`src/sv/fits_header_card_parser_macros.svh`:
```
// Assertion macros for the header card parser.
// Used by fits_header_card_parser.sv; needs no package.
`ifndef FITS_HEADER_CARD_PARSER_MACROS_SVH
`define FITS_HEADER_CARD_PARSER_MACROS_SVH

// Check that a condition implies another in the same cycle.
`define FHCP_ASSERT_IMPL(name, clk, rst_n, ante, cons, msg) \
    name: assert property (@(posedge clk) disable iff (!rst_n) (ante) |-> (cons)) \
        else $error(msg);

// Check that a condition implies another in the next cycle.
`define FHCP_ASSERT_NEXT(name, clk, rst_n, ante, cons, msg) \
    name: assert property (@(posedge clk) disable iff (!rst_n) (ante) |=> (cons)) \
        else $error(msg);

`endif

```
`src/sv/fhcp_pkg.sv`:
```
// Shared constants, codes and types of the header card parser.
// No dependencies; compile first.
`timescale 1ns / 1ps

package fhcp_pkg;

    localparam int KEY_LEN_DEF  = 8;
    localparam int CARD_LEN_DEF = 80;

    localparam int CHAR_W    = 8;
    localparam int POS_W     = 7;
    localparam int SP_W      = 7;
    localparam int KW_W      = 64;
    localparam int KLEN_W    = 4;
    localparam int MAX_RES   = 3;
    localparam int RES_CNT_W = 2;

    localparam logic [CHAR_W-1:0] CH_EQUAL = 8'h3D;
    localparam logic [CHAR_W-1:0] CH_SLASH = 8'h2F;
    localparam logic [CHAR_W-1:0] CH_SPACE = 8'h20;

    localparam logic [SP_W-1:0] SP_MAX = '1;

    typedef enum logic [1:0] {
        KIND_KEYWORD = 2'd0,
        KIND_VALUE   = 2'd1,
        KIND_COMMENT = 2'd2,
        KIND_END     = 2'd3
    } item_kind_t;

    typedef enum logic [1:0] {
        ST_OK    = 2'd0,
        ST_SHORT = 2'd1,
        ST_LONG  = 2'd2
    } card_status_t;

    typedef struct packed {
        item_kind_t          kind;
        logic [KW_W-1:0]     kw_text;
        logic [KLEN_W-1:0]   kw_len;
        logic [CHAR_W-1:0]   text_char;
        logic [SP_W-1:0]     spaces;
        card_status_t        status;
        logic                last;
    } result_t;

    // Results caused by one card character, in order, with their count.
    typedef struct packed {
        logic [RES_CNT_W-1:0]      count;
        result_t [MAX_RES-1:0]     res;
    } res_set_t;

    typedef struct packed {
        logic                 room;
        logic [RES_CNT_W-1:0] count;
    } q_stat_t;

    typedef struct packed {
        logic busy;
        logic advance;
    } core_stat_t;

endpackage

```
`src/sv/fhcp_in_if.sv`:
```
// Input channel: one card character per transfer.
// Depends on fhcp_pkg.
`timescale 1ns / 1ps

interface fhcp_in_if import fhcp_pkg::*; ();

    logic              valid;
    logic              ready;
    logic [CHAR_W-1:0] card_char;
    logic              card_last;

    modport source (output valid, output card_char, output card_last, input ready);
    modport sink   (input valid, input card_char, input card_last, output ready);

endinterface

```
`src/sv/fhcp_out_if.sv`:
```
// Output channel: one parse result per transfer.
// Depends on fhcp_pkg.
`timescale 1ns / 1ps

interface fhcp_out_if import fhcp_pkg::*; ();

    logic              valid;
    logic              ready;
    logic [1:0]        item_kind;
    logic [KW_W-1:0]   keyword_text;
    logic [KLEN_W-1:0] keyword_length;
    logic [CHAR_W-1:0] text_char;
    logic [SP_W-1:0]   spaces_before;
    logic [1:0]        card_status;
    logic              result_last;

    modport source (
        output valid, output item_kind, output keyword_text, output keyword_length,
        output text_char, output spaces_before, output card_status, output result_last,
        input ready
    );
    modport sink (
        input valid, input item_kind, input keyword_text, input keyword_length,
        input text_char, input spaces_before, input card_status, input result_last,
        output ready
    );

endinterface

```
`src/sv/fhcp_kw_trim.sv`:
```
// Keyword trim and pack: strips leading and trailing spaces, packs first byte highest.
// Depends on fhcp_pkg.
`timescale 1ns / 1ps

module fhcp_kw_trim import fhcp_pkg::*; #(
    parameter int KEY_LEN = KEY_LEN_DEF
) (
    input  logic [KEY_LEN-1:0][CHAR_W-1:0] key_bytes,
    output logic [KW_W-1:0]                kw_text,
    output logic [KLEN_W-1:0]              kw_len
);

    logic [KW_W-1:0]   vec;
    logic [KW_W-1:0]   shifted;
    logic [KW_W-1:0]   mask;
    logic [KLEN_W-1:0] lead;
    logic [KLEN_W-1:0] tail_end;
    logic [KLEN_W-1:0] len;
    logic              any;

    always_comb
    begin
        vec      = '0;
        lead     = KLEN_W'(KEY_LEN);
        tail_end = '0;
        any      = 1'b0;
        for (int i = 0; i < KEY_LEN; i++)
        begin
            vec[KW_W-1-CHAR_W*i -: CHAR_W] = key_bytes[i];
            if (key_bytes[i] != CH_SPACE)
            begin
                tail_end = KLEN_W'(i + 1);
                any      = 1'b1;
            end
        end
        for (int i = KEY_LEN - 1; i >= 0; i--)
        begin
            if (key_bytes[i] != CH_SPACE)
                lead = KLEN_W'(i);
        end
        len     = any ? (tail_end - lead) : '0;
        // drop leading spaces, then keep only the trimmed bytes
        shifted = vec << {lead, 3'b000};
        mask    = ~({KW_W{1'b1}} >> {len, 3'b000});
        kw_text = shifted & mask;
        kw_len  = len;
    end

endmodule

```
`src/sv/fhcp_core.sv`:
```
// Input register, card state and per-character parse decision.
// Depends on fhcp_pkg, fhcp_in_if and fhcp_kw_trim.
`timescale 1ns / 1ps

module fhcp_core import fhcp_pkg::*; #(
    parameter int KEY_LEN  = KEY_LEN_DEF,
    parameter int CARD_LEN = CARD_LEN_DEF
) (
    input  logic       clk,
    input  logic       rst_n,
    fhcp_in_if.sink    card_in,
    input  q_stat_t    q_stat,
    output res_set_t   res_set,
    output core_stat_t stat
);

    typedef enum logic [1:0] {
        MODE_KEYWORD = 2'd0,
        MODE_VALUE   = 2'd1,
        MODE_COMMENT = 2'd2
    } field_mode_t;

    localparam logic [POS_W-1:0] POS_KEY    = POS_W'(KEY_LEN);
    localparam logic [POS_W-1:0] POS_KEY_M1 = POS_W'(KEY_LEN - 1);
    localparam logic [POS_W-1:0] POS_KEY_P1 = POS_W'(KEY_LEN + 1);
    localparam logic [POS_W-1:0] POS_CARD   = POS_W'(CARD_LEN);

    logic              in_vld_reg;
    logic [CHAR_W-1:0] in_char_reg;
    logic              in_last_reg;

    logic [POS_W-1:0]  pos_reg,  pos_next;
    field_mode_t       mode_reg, mode_next;
    logic [SP_W-1:0]   ps_reg,   ps_next;
    logic              fs_reg,   fs_next;

    logic [KEY_LEN-1:0][CHAR_W-1:0] kw_store_reg;
    logic [KEY_LEN-1:0][CHAR_W-1:0] kw_view;
    logic [CHAR_W-1:0]              held0_reg;

    logic [KW_W-1:0]   kw_text;
    logic [KLEN_W-1:0] kw_len;

    logic                  advance;
    logic [RES_CNT_W-1:0]  cnt;
    result_t [MAX_RES-1:0] res;

    function automatic result_t mk_kw(input logic [KW_W-1:0] t, input logic [KLEN_W-1:0] l);
        result_t r;
        r         = '0;
        r.kind    = KIND_KEYWORD;
        r.kw_text = t;
        r.kw_len  = l;
        return r;
    endfunction

    function automatic result_t mk_text(input item_kind_t k, input logic [CHAR_W-1:0] ch,
                                        input logic [SP_W-1:0] sp);
        result_t r;
        r           = '0;
        r.kind      = k;
        r.text_char = ch;
        r.spaces    = sp;
        return r;
    endfunction

    function automatic result_t mk_end(input card_status_t st);
        result_t r;
        r        = '0;
        r.kind   = KIND_END;
        r.status = st;
        return r;
    endfunction

    // advance the held character whenever the result queue can take its results
    assign advance       = in_vld_reg && q_stat.room;
    assign card_in.ready = !in_vld_reg || advance;
    assign stat.busy     = in_vld_reg;
    assign stat.advance  = advance;

    // keyword bytes including the character being written this cycle
    always_comb
    begin
        for (int i = 0; i < KEY_LEN; i++)
            kw_view[i] = (pos_reg == POS_W'(i)) ? in_char_reg : kw_store_reg[i];
    end

    fhcp_kw_trim #(
        .KEY_LEN (KEY_LEN)
    ) u_kw_trim (
        .key_bytes (kw_view),
        .kw_text   (kw_text),
        .kw_len    (kw_len)
    );

    always_comb
    begin
        pos_next  = pos_reg;
        mode_next = mode_reg;
        ps_next   = ps_reg;
        fs_next   = fs_reg;
        cnt       = '0;
        res       = '0;

        if (pos_reg >= POS_CARD)
        begin
            if (in_last_reg)
            begin
                res[cnt] = mk_end(ST_LONG);
                cnt      = cnt + 2'd1;
            end
        end
        else if (pos_reg < POS_KEY)
        begin
            if (in_last_reg)
            begin
                if (pos_reg < POS_KEY_M1)
                begin
                    res[cnt] = mk_end(ST_SHORT);
                    cnt      = cnt + 2'd1;
                end
                else
                begin
                    res[cnt] = mk_kw(kw_text, kw_len);
                    cnt      = cnt + 2'd1;
                    res[cnt] = mk_end(ST_OK);
                    cnt      = cnt + 2'd1;
                end
            end
        end
        else if (pos_reg == POS_KEY)
        begin
            if (in_last_reg)
            begin
                res[cnt] = mk_kw(kw_text, kw_len);
                cnt      = cnt + 2'd1;
                res[cnt] = mk_end(ST_OK);
                cnt      = cnt + 2'd1;
            end
        end
        else if (pos_reg == POS_KEY_P1)
        begin
            if (in_last_reg)
            begin
                res[cnt] = mk_kw(kw_text, kw_len);
                cnt      = cnt + 2'd1;
                res[cnt] = mk_end(ST_OK);
                cnt      = cnt + 2'd1;
            end
            else
            begin
                ps_next = '0;
                fs_next = 1'b0;
                if (held0_reg == CH_EQUAL && in_char_reg == CH_SPACE)
                begin
                    mode_next = MODE_VALUE;
                    res[cnt]  = mk_kw(kw_text, kw_len);
                    cnt       = cnt + 2'd1;
                end
                else
                begin
                    // no value: empty keyword, comment starts at the held character
                    mode_next = MODE_COMMENT;
                    res[cnt]  = mk_kw('0, '0);
                    cnt       = cnt + 2'd1;
                    if (held0_reg != CH_SPACE)
                    begin
                        res[cnt] = mk_text(KIND_COMMENT, held0_reg, '0);
                        cnt      = cnt + 2'd1;
                        fs_next  = 1'b1;
                    end
                    if (in_char_reg == CH_SPACE)
                    begin
                        if (fs_next)
                            ps_next = SP_W'(1);
                    end
                    else
                    begin
                        res[cnt] = mk_text(KIND_COMMENT, in_char_reg, '0);
                        cnt      = cnt + 2'd1;
                        fs_next  = 1'b1;
                    end
                end
            end
        end
        else
        begin
            if (mode_reg == MODE_VALUE && in_char_reg == CH_SLASH)
            begin
                mode_next = MODE_COMMENT;
                ps_next   = '0;
                fs_next   = 1'b0;
            end
            else if (in_char_reg == CH_SPACE)
            begin
                if (fs_reg && ps_reg != SP_MAX)
                    ps_next = ps_reg + SP_W'(1);
            end
            else
            begin
                res[cnt] = mk_text((mode_reg == MODE_VALUE) ? KIND_VALUE : KIND_COMMENT,
                                   in_char_reg, ps_reg);
                cnt      = cnt + 2'd1;
                ps_next  = '0;
                fs_next  = 1'b1;
            end
            if (in_last_reg)
            begin
                res[cnt] = mk_end(ST_OK);
                cnt      = cnt + 2'd1;
            end
        end

        if (in_last_reg)
        begin
            pos_next  = '0;
            mode_next = MODE_KEYWORD;
            ps_next   = '0;
            fs_next   = 1'b0;
        end
        else if (pos_reg < POS_CARD)
        begin
            pos_next = pos_reg + POS_W'(1);
        end

        for (int i = 0; i < MAX_RES; i++)
            res[i].last = (cnt != '0) && (RES_CNT_W'(i) == cnt - 2'd1);

        res_set.count = cnt;
        res_set.res   = res;
    end

    always_ff @(posedge clk or negedge rst_n)
    begin
        if (!rst_n)
        begin
            in_vld_reg <= 1'b0;
            pos_reg    <= '0;
            mode_reg   <= MODE_KEYWORD;
            ps_reg     <= '0;
            fs_reg     <= 1'b0;
        end
        else
        begin
            if (card_in.ready)
                in_vld_reg <= card_in.valid;
            if (advance)
            begin
                pos_reg  <= pos_next;
                mode_reg <= mode_next;
                ps_reg   <= ps_next;
                fs_reg   <= fs_next;
            end
        end
    end

    always_ff @(posedge clk)
    begin
        if (card_in.valid && card_in.ready)
        begin
            in_char_reg <= card_in.card_char;
            in_last_reg <= card_in.card_last;
        end
        if (advance)
        begin
            kw_store_reg <= kw_view;
            if (pos_reg == POS_KEY)
                held0_reg <= in_char_reg;
        end
    end

endmodule

```
`src/sv/fhcp_result_queue.sv`:
```
// Result register queue: holds up to three results of one character, drains one per cycle while the output is ready.
// Depends on fhcp_pkg and fhcp_out_if.
`timescale 1ns / 1ps

module fhcp_result_queue import fhcp_pkg::*; (
    input  logic        clk,
    input  logic        rst_n,
    input  logic        load,
    input  res_set_t    res_set,
    output q_stat_t     q_stat,
    fhcp_out_if.source  result_out
);

    result_t [MAX_RES-1:0]  slot_reg;
    logic [RES_CNT_W-1:0]   count_reg;
    logic                   pop;

    assign result_out.valid = (count_reg != '0);
    assign pop              = result_out.valid && result_out.ready;

    assign q_stat.room  = (count_reg == '0) || (count_reg == RES_CNT_W'(1) && pop);
    assign q_stat.count = count_reg;

    assign result_out.item_kind      = slot_reg[0].kind;
    assign result_out.keyword_text   = slot_reg[0].kw_text;
    assign result_out.keyword_length = slot_reg[0].kw_len;
    assign result_out.text_char      = slot_reg[0].text_char;
    assign result_out.spaces_before  = slot_reg[0].spaces;
    assign result_out.card_status    = slot_reg[0].status;
    assign result_out.result_last    = slot_reg[0].last;

    always_ff @(posedge clk or negedge rst_n)
    begin
        if (!rst_n)
            count_reg <= '0;
        else if (load)
            count_reg <= res_set.count;
        else if (pop)
            count_reg <= count_reg - RES_CNT_W'(1);
    end

    always_ff @(posedge clk)
    begin
        if (load)
        begin
            slot_reg <= res_set.res;
        end
        else if (pop)
        begin
            slot_reg[0] <= slot_reg[1];
            slot_reg[1] <= slot_reg[2];
        end
    end

endmodule

```
`src/sv/fits_header_card_parser.sv`:
```
// Header card parser: one character per transfer in, keyword/value/comment records out.
// Each character transfer is captured in an input register; the parse decision for it is
// made in one pass against the card state and lands in a three-entry result register
// queue, which drains one result per cycle while the output is ready. A character with
// at most one result frees the input register when it is loaded, so plain value and
// comment text streams at one character per clock while the output is ready. A character
// with k results (keyword record plus card end, or keyword record plus up to two comment
// characters at the keyword boundary) holds the input register while the queue drains.
// Its first result is offered once its result set is loaded into the queue, and output
// stalls back up through the queue and the input register. Depends on fhcp_pkg, the two
// channel interfaces, fhcp_core, fhcp_result_queue and the assertion macro header.
`timescale 1ns / 1ps
`include "fits_header_card_parser_macros.svh"

module fits_header_card_parser import fhcp_pkg::*; #(
    parameter int KEY_LEN  = KEY_LEN_DEF,
    parameter int CARD_LEN = CARD_LEN_DEF
) (
    input  logic       clk,
    input  logic       rst_n,
    fhcp_in_if.sink    card_in,
    fhcp_out_if.source result_out
);

    res_set_t   res_set;
    q_stat_t    q_stat;
    core_stat_t core_stat;

    // Parse stage: input register, card position, field mode and space counters.
    fhcp_core #(
        .KEY_LEN  (KEY_LEN),
        .CARD_LEN (CARD_LEN)
    ) u_core (
        .clk     (clk),
        .rst_n   (rst_n),
        .card_in (card_in),
        .q_stat  (q_stat),
        .res_set (res_set),
        .stat    (core_stat)
    );

    // Result stage: load a whole result set when the parse stage advances, drain in order.
    fhcp_result_queue u_result_queue (
        .clk        (clk),
        .rst_n      (rst_n),
        .load       (core_stat.advance),
        .res_set    (res_set),
        .q_stat     (q_stat),
        .result_out (result_out)
    );

    // A card end always closes the result set of its character.
    `FHCP_ASSERT_IMPL(a_end_is_last, clk, rst_n,
        result_out.valid && result_out.item_kind == KIND_END, result_out.result_last,
        "card end transfer not marked last")

    // Keyword fields stay clear on every other kind of result.
    `FHCP_ASSERT_IMPL(a_kw_clear, clk, rst_n,
        result_out.valid && result_out.item_kind != KIND_KEYWORD,
        result_out.keyword_text == '0 && result_out.keyword_length == '0,
        "keyword fields set on a non-keyword result")

    // The queue holds exactly the set loaded by the parse stage.
    `FHCP_ASSERT_NEXT(a_load_count, clk, rst_n, core_stat.advance,
        q_stat.count == $past(res_set.count), "result queue count differs from loaded set")

    // A held character with no room must not take a new transfer.
    `FHCP_ASSERT_IMPL(a_hold_input, clk, rst_n, core_stat.busy && !q_stat.room,
        !card_in.ready, "input taken while parse stage is blocked")

endmodule
```
`src/flat_wrapper.sv`:
```
// flat-port wrapper written by rule: the top's interface ports become plain ports
module fits_header_card_parser_flat import fhcp_pkg::*;
#(
    parameter int KEY_LEN  = KEY_LEN_DEF,
    parameter int CARD_LEN = CARD_LEN_DEF
)
  (clk, rst_n, card_in_valid, card_in_card_char, card_in_card_last, card_in_ready, result_out_valid, result_out_item_kind, result_out_keyword_text, result_out_keyword_length, result_out_text_char, result_out_spaces_before, result_out_card_status, result_out_result_last, result_out_ready);
  fhcp_in_if card_in_i ();
  fhcp_out_if result_out_i ();
  input  logic clk;
  input  logic rst_n;
  input wire logic [$bits(card_in_i.valid)-1:0] card_in_valid;
  input wire logic [$bits(card_in_i.card_char)-1:0] card_in_card_char;
  input wire logic [$bits(card_in_i.card_last)-1:0] card_in_card_last;
  output wire logic [$bits(card_in_i.ready)-1:0] card_in_ready;
  output wire logic [$bits(result_out_i.valid)-1:0] result_out_valid;
  output wire logic [$bits(result_out_i.item_kind)-1:0] result_out_item_kind;
  output wire logic [$bits(result_out_i.keyword_text)-1:0] result_out_keyword_text;
  output wire logic [$bits(result_out_i.keyword_length)-1:0] result_out_keyword_length;
  output wire logic [$bits(result_out_i.text_char)-1:0] result_out_text_char;
  output wire logic [$bits(result_out_i.spaces_before)-1:0] result_out_spaces_before;
  output wire logic [$bits(result_out_i.card_status)-1:0] result_out_card_status;
  output wire logic [$bits(result_out_i.result_last)-1:0] result_out_result_last;
  input wire logic [$bits(result_out_i.ready)-1:0] result_out_ready;
  assign card_in_i.valid = card_in_valid;
  assign card_in_i.card_char = card_in_card_char;
  assign card_in_i.card_last = card_in_card_last;
  assign card_in_ready = card_in_i.ready;
  assign result_out_valid = result_out_i.valid;
  assign result_out_item_kind = result_out_i.item_kind;
  assign result_out_keyword_text = result_out_i.keyword_text;
  assign result_out_keyword_length = result_out_i.keyword_length;
  assign result_out_text_char = result_out_i.text_char;
  assign result_out_spaces_before = result_out_i.spaces_before;
  assign result_out_card_status = result_out_i.card_status;
  assign result_out_result_last = result_out_i.result_last;
  assign result_out_i.ready = result_out_ready;
  fits_header_card_parser #(.KEY_LEN(KEY_LEN), .CARD_LEN(CARD_LEN)) u_core (.clk(clk), .rst_n(rst_n), .card_in(card_in_i), .result_out(result_out_i));
endmodule
```
`config.mk`:
```
export PLATFORM = sky130hd
export DESIGN_NAME = fits_header_card_parser_flat
export DESIGN_NICKNAME = d
export VERILOG_FILES = /design/src/sv/fhcp_pkg.sv /design/src/sv/fhcp_in_if.sv /design/src/sv/fhcp_out_if.sv /design/src/sv/fhcp_kw_trim.sv /design/src/sv/fhcp_core.sv /design/src/sv/fhcp_result_queue.sv /design/src/sv/fits_header_card_parser.sv /design/src/flat_wrapper.sv
export VERILOG_INCLUDE_DIRS = /design/src /design/src/sv
export SDC_FILE = /design/constraint.sdc
export NUM_CORES = 1
export LEC_CHECK = 0
export BUFFER_PORTS_ARGS = -buffer_cell sky130_fd_sc_hd__buf_4
export CAP_MARGIN = 10
export CORE_ASPECT_RATIO = 0.7
export CORE_UTILIZATION = 65
export CTS_BUF_LIST = sky130_fd_sc_hd__clkbuf_8
export CTS_CLUSTER_SIZE = 24
export DETAILED_ROUTE_END_ITERATION = 8
export GPL_ROUTABILITY_DRIVEN = 0
export PLACE_DENSITY = 0.86
export RECOVER_POWER = 25
export SETUP_SLACK_MARGIN = 0.5
export SLEW_MARGIN = 0
export SYNTH_ARGS = -nofsm -noshare
export SYNTH_HDL_FRONTEND = slang
export SYNTH_SLANG_ARGS = --single-unit
export TNS_END_PERCENT = 50
```
`constraint.sdc`:
```
create_clock -name clk -period 10.65 [get_ports clk]
set_clock_uncertainty 0.2 [all_clocks]
set_input_delay 1.5975 -clock clk [delete_from_list [all_inputs] [get_ports clk]]
set_output_delay 1.5975 -clock clk [all_outputs]
set_load 0.02 [all_outputs]
```
==> flow_summary.ini <==
[timing]
maxSlewHeadroom_pct = -20.83
finalHoldViolCount = 0
worst_hold_slack_ns = 0.3068
report.final.slew_viol_count = 46
max_slew.worst_pin.slew_ns = 1.812
unrepaired_setup_endpoints_after_global_routing = false
period_share_pct = 73.71
max_freq_mhz = 127.4
final.min_clock_period_ns = 7.850
finalSetupViolCount = 0
final.setup.tns_ns = 0

[global_route]
grt_pass1_vias = 7889
grt_antenna_before_repair = 0
globalRouteOverflowTotal = 0
grt_first_pass_wirelength_microns = 45950
grt_start_max_net_pins = 83
grt.total_usage_pct = 33.53

[status]
status = finished with violations
failing_checks = max-capacitance violations, max-slew violations

[power]
cellInternalPower_uw = 2256
share_of_power_burned_in_combinational_logic_pct = 39.9
part_of_the_total_power_dissipated_in_the_clock_network_pct = 17.9
power.leakage_uw = 0.004957
total_power_uw = 3816
total_switching_power_uw = 1561
sequentialPowerShare_pct = 42.3
worst_ir_drop_vdd_v = 0.0002663
power.density_nw_per_um2 = 306.8
switching_share_pct = 40.89

[place]
numPortBuffers = 102
hpwl_microns = 22020

[detailed_routing]
wirelength_met1_microns = 12100
routed_wire_length_per_instance_microns = 23.12
wl_met2_microns = 12440
met3_length_microns = 4811
detailedRoute.firstIterationViolations = 1734
drt_drc_violations_left = 0
drt-vias-per-instance = 6.642
via_total_after_detailed_routing = 8774
antenna_left = 0
total_iterations_of_the_first_detailed_routing_run = 9
postRouteWirelength_microns = 30550
routed.top_layer = met5

[die]
row_count = 40
initial_core_util_pct = 67.05
die_w_microns = 161.7
floorplan.die.height_microns = 113.8
design.die.area_sq_um = 18410
floorplan.core_area_sq_um = 17320
pin_count = 103

[synth]
synth_cells = 1062
number_of_enable_type_register_cells_in_the_synthesized_netlist = 190
synth_fp_nets = 1089
synth_area_sq_um = 11610
synth_async_sr_flop_share_pct = 9.524
ys_types = 74
synth_seq_cells = 210
synth_sequential_area_ratio_pct = 53.45
yosys_warnings = 0
dominantRegCellSynth = sky130_fd_sc_hd__edfxtp_1
synth_area_per_cell_sq_um = 10.93

[clock_network]
worst_skew_pair.late_latency_ns = 0.59
tritoncts = yes
tritoncts.num_buffers = 31
cts.sink_count = 210
clock-root-buffer = sky130_fd_sc_hd__clkbuf_8
post_cts_resize_count = 0
htreeDepth = 1
cts.clk_slew.worst_paths_ns = 0.07
hold_buffers = 0
cts_setup_buffers = 0
max-clock-path-buffers = 3

[cells_and_area]
share_of_final_layout_standard_cells_stronger_than_drive_strength_1_pct = 16.33
fillers = 1196
area.growth.synth_to_final_pct = 7.145
antenna-diode-count = 0
design.final.nets = 1092

[worst_setup_path]
critPathKind = reg2reg
arrival_ns = 7.95
worstPathRequired_ns = 10.75
worst_setup_path_end_kind = flop
startpoint_type = flop
path_max_fanout = 29

[min_path]
min_path_type = reg2reg

[flow_run]
drv_cap = 1
power by group through the flow:
| stage | Combinational (uW) | Clock (uW) | Sequential, uW |
|---|---|---|---|
| 2_1_floorplan | 1130 | 0 | 1540 |
| 6_report | 1520 | 682 | 1610 |
| 5_1_grt | 1590 | 722 | 1640 |
| 3_5_place_dp | 1470 | 0 | 1610 |
| 4_1_cts | 1480 | 685 | 1600 |
| 3_3_place_gp | 1450 | 0 | 1590 |
synthesized netlist by cell type, drive strengths merged (3+ instances only):
cell,instances,share of area [%]
a211oi,10,0.65
a21o,7,0.45
a21oi,53,2.3
a221oi,13,1.0
a22o,9,0.68
a22oi,6,0.39
a2bb2oi,3,0.23
a311oi,6,0.45
a31oi,6,0.32
and2,23,1.2
and4,5,0.38
buf,109,6.8
clkbuf,31,1.0
dfrtp,20,4.3
edfxtp,190,49
ha,13,1.4
inv,76,2.5
mux2,19,1.8
mux2i,81,7.0
nand2,97,3.1
nand3,25,1.1
nand4,12,0.65
nor2,69,2.2
nor2b,3,0.16
nor3,23,0.99
nor4,11,0.72
nor4b,9,0.68
o211ai,8,0.52
o21a,4,0.26
o21ai,55,2.5
o221a,4,0.39
o22ai,4,0.22
o31ai,5,0.32
or2,3,0.16
or3,3,0.16
or4,6,0.42
xnor2,6,0.45
xor2,4,0.30
metal layers:
| layer | global-route usage (%) | vias to the layer above |
|---|---|---|
| li1 | - | 3824 |
| met1 | 48.49 | 4088 |
| met2 | 46.15 | 732 |
| met3 | 12.98 | 128 |
| met4 | 11.38 | 2 |
| met5 | 0 | - |
worst paths after layout:
path / startpoint / endpoint / slack [ns] / depth (start not counted)
max in group asynchronous: rst_n / u_core.u_core.ps_reg[6] / 8.54 / 1
min in group asynchronous: rst_n / u_core.u_core.ps_reg[2] / 1.02 / 1
worst max-delay path: u_core.u_core.pos_reg[5] / flop / 2.80 / 13
worst min register to register: u_core.u_core.ps_reg[5] / u_core.u_core.ps_reg[5] / 0.31 / 1
worst max register to register: u_core.u_core.pos_reg[5] / flop / 2.80 / 13
worst min-delay path: u_core.u_core.ps_reg[5] / u_core.u_core.ps_reg[5] / 0.31 / 1
placed cells by master, fill, tap and decap left out, drive strengths merged, types with 5 or more instances in the layout:
master  count
a211oi     10
a21o        7
a21oi      53
a221oi     13
a22o        9
a22oi       6
a311oi      6
a31oi       6
and2       23
and4        5
buf        96
clkbuf     51
clkinv      8
dfrtp      20
edfxtp    190
ha         13
inv        86
mux2       19
mux2i      81
nand2      97
nand3      25
nand4      12
nor2       69
nor3       23
nor4       11
nor4b       9
o211ai      8
o21ai      55
o31ai       5
or4         6
xnor2       6
per-stage QoR:
step | util, % | area (sq um) | worst slack (ns) | cells
after floorplan | - | 11610 | 5.011 | 1062
after global placement | 68.29 | 11830 | 4.154 | 1263
after detailed placement | 68.29 | 11830 | 3.914 | 1263
after CTS | 72.11 | 12490 | 3.902 | 1321
after global routing | 71.84 | 12440 | 2.532 | 1321
final | 71.84 | 12440 | 2.800 | 1321
cell type report:
type / count / area [sq um] / share of cell area (%)
clock buffers: 37 / 509.2 / 4.093
repair buffers: 110 / 807.0 / 6.487
flip-flops and latches: 210 / 6206 / 49.88
well taps: 231 / 289.0 / 2.323
inverters: 76 / 287.8 / 2.313
multi-input cells: 636 / 4190 / 33.68
clock inverters: 21 / 151.4 / 1.217
cells by family after synthesis:
logic type | count (synthesis) | synth area share (%)
muxes | 100 | 8.858
adders and majority gates | 14 | 1.573
AOI/OAI and AO/OA | 215 | 12.49
DFF | 210 | 53.45
xor gates and xnor gates | 10 | 0.7543
buffers and inverters | 216 | 10.29
and+or+nand+nor | 297 | 12.59
worst max-delay path, cell delays in order (launching register included):
cell,delay (ns)
sky130_fd_sc_hd__dfrtp_1,0.45
sky130_fd_sc_hd__nor4_1,1.21
sky130_fd_sc_hd__nand3_1,0.84
sky130_fd_sc_hd__mux2_2,0.58
sky130_fd_sc_hd__nor4_1,0.47
sky130_fd_sc_hd__o21a_1,0.76
sky130_fd_sc_hd__inv_1,0.65
sky130_fd_sc_hd__ha_1,0.52
sky130_fd_sc_hd__a21o_1,0.20
sky130_fd_sc_hd__xnor2_1,0.22
sky130_fd_sc_hd__nand2b_1,0.16
sky130_fd_sc_hd__o21ai_0,1.01
sky130_fd_sc_hd__a2111o_1,0.22
sky130_fd_sc_hd__o32ai_1,0.08
Note: power is estimated with default switching activity, not from simulation.
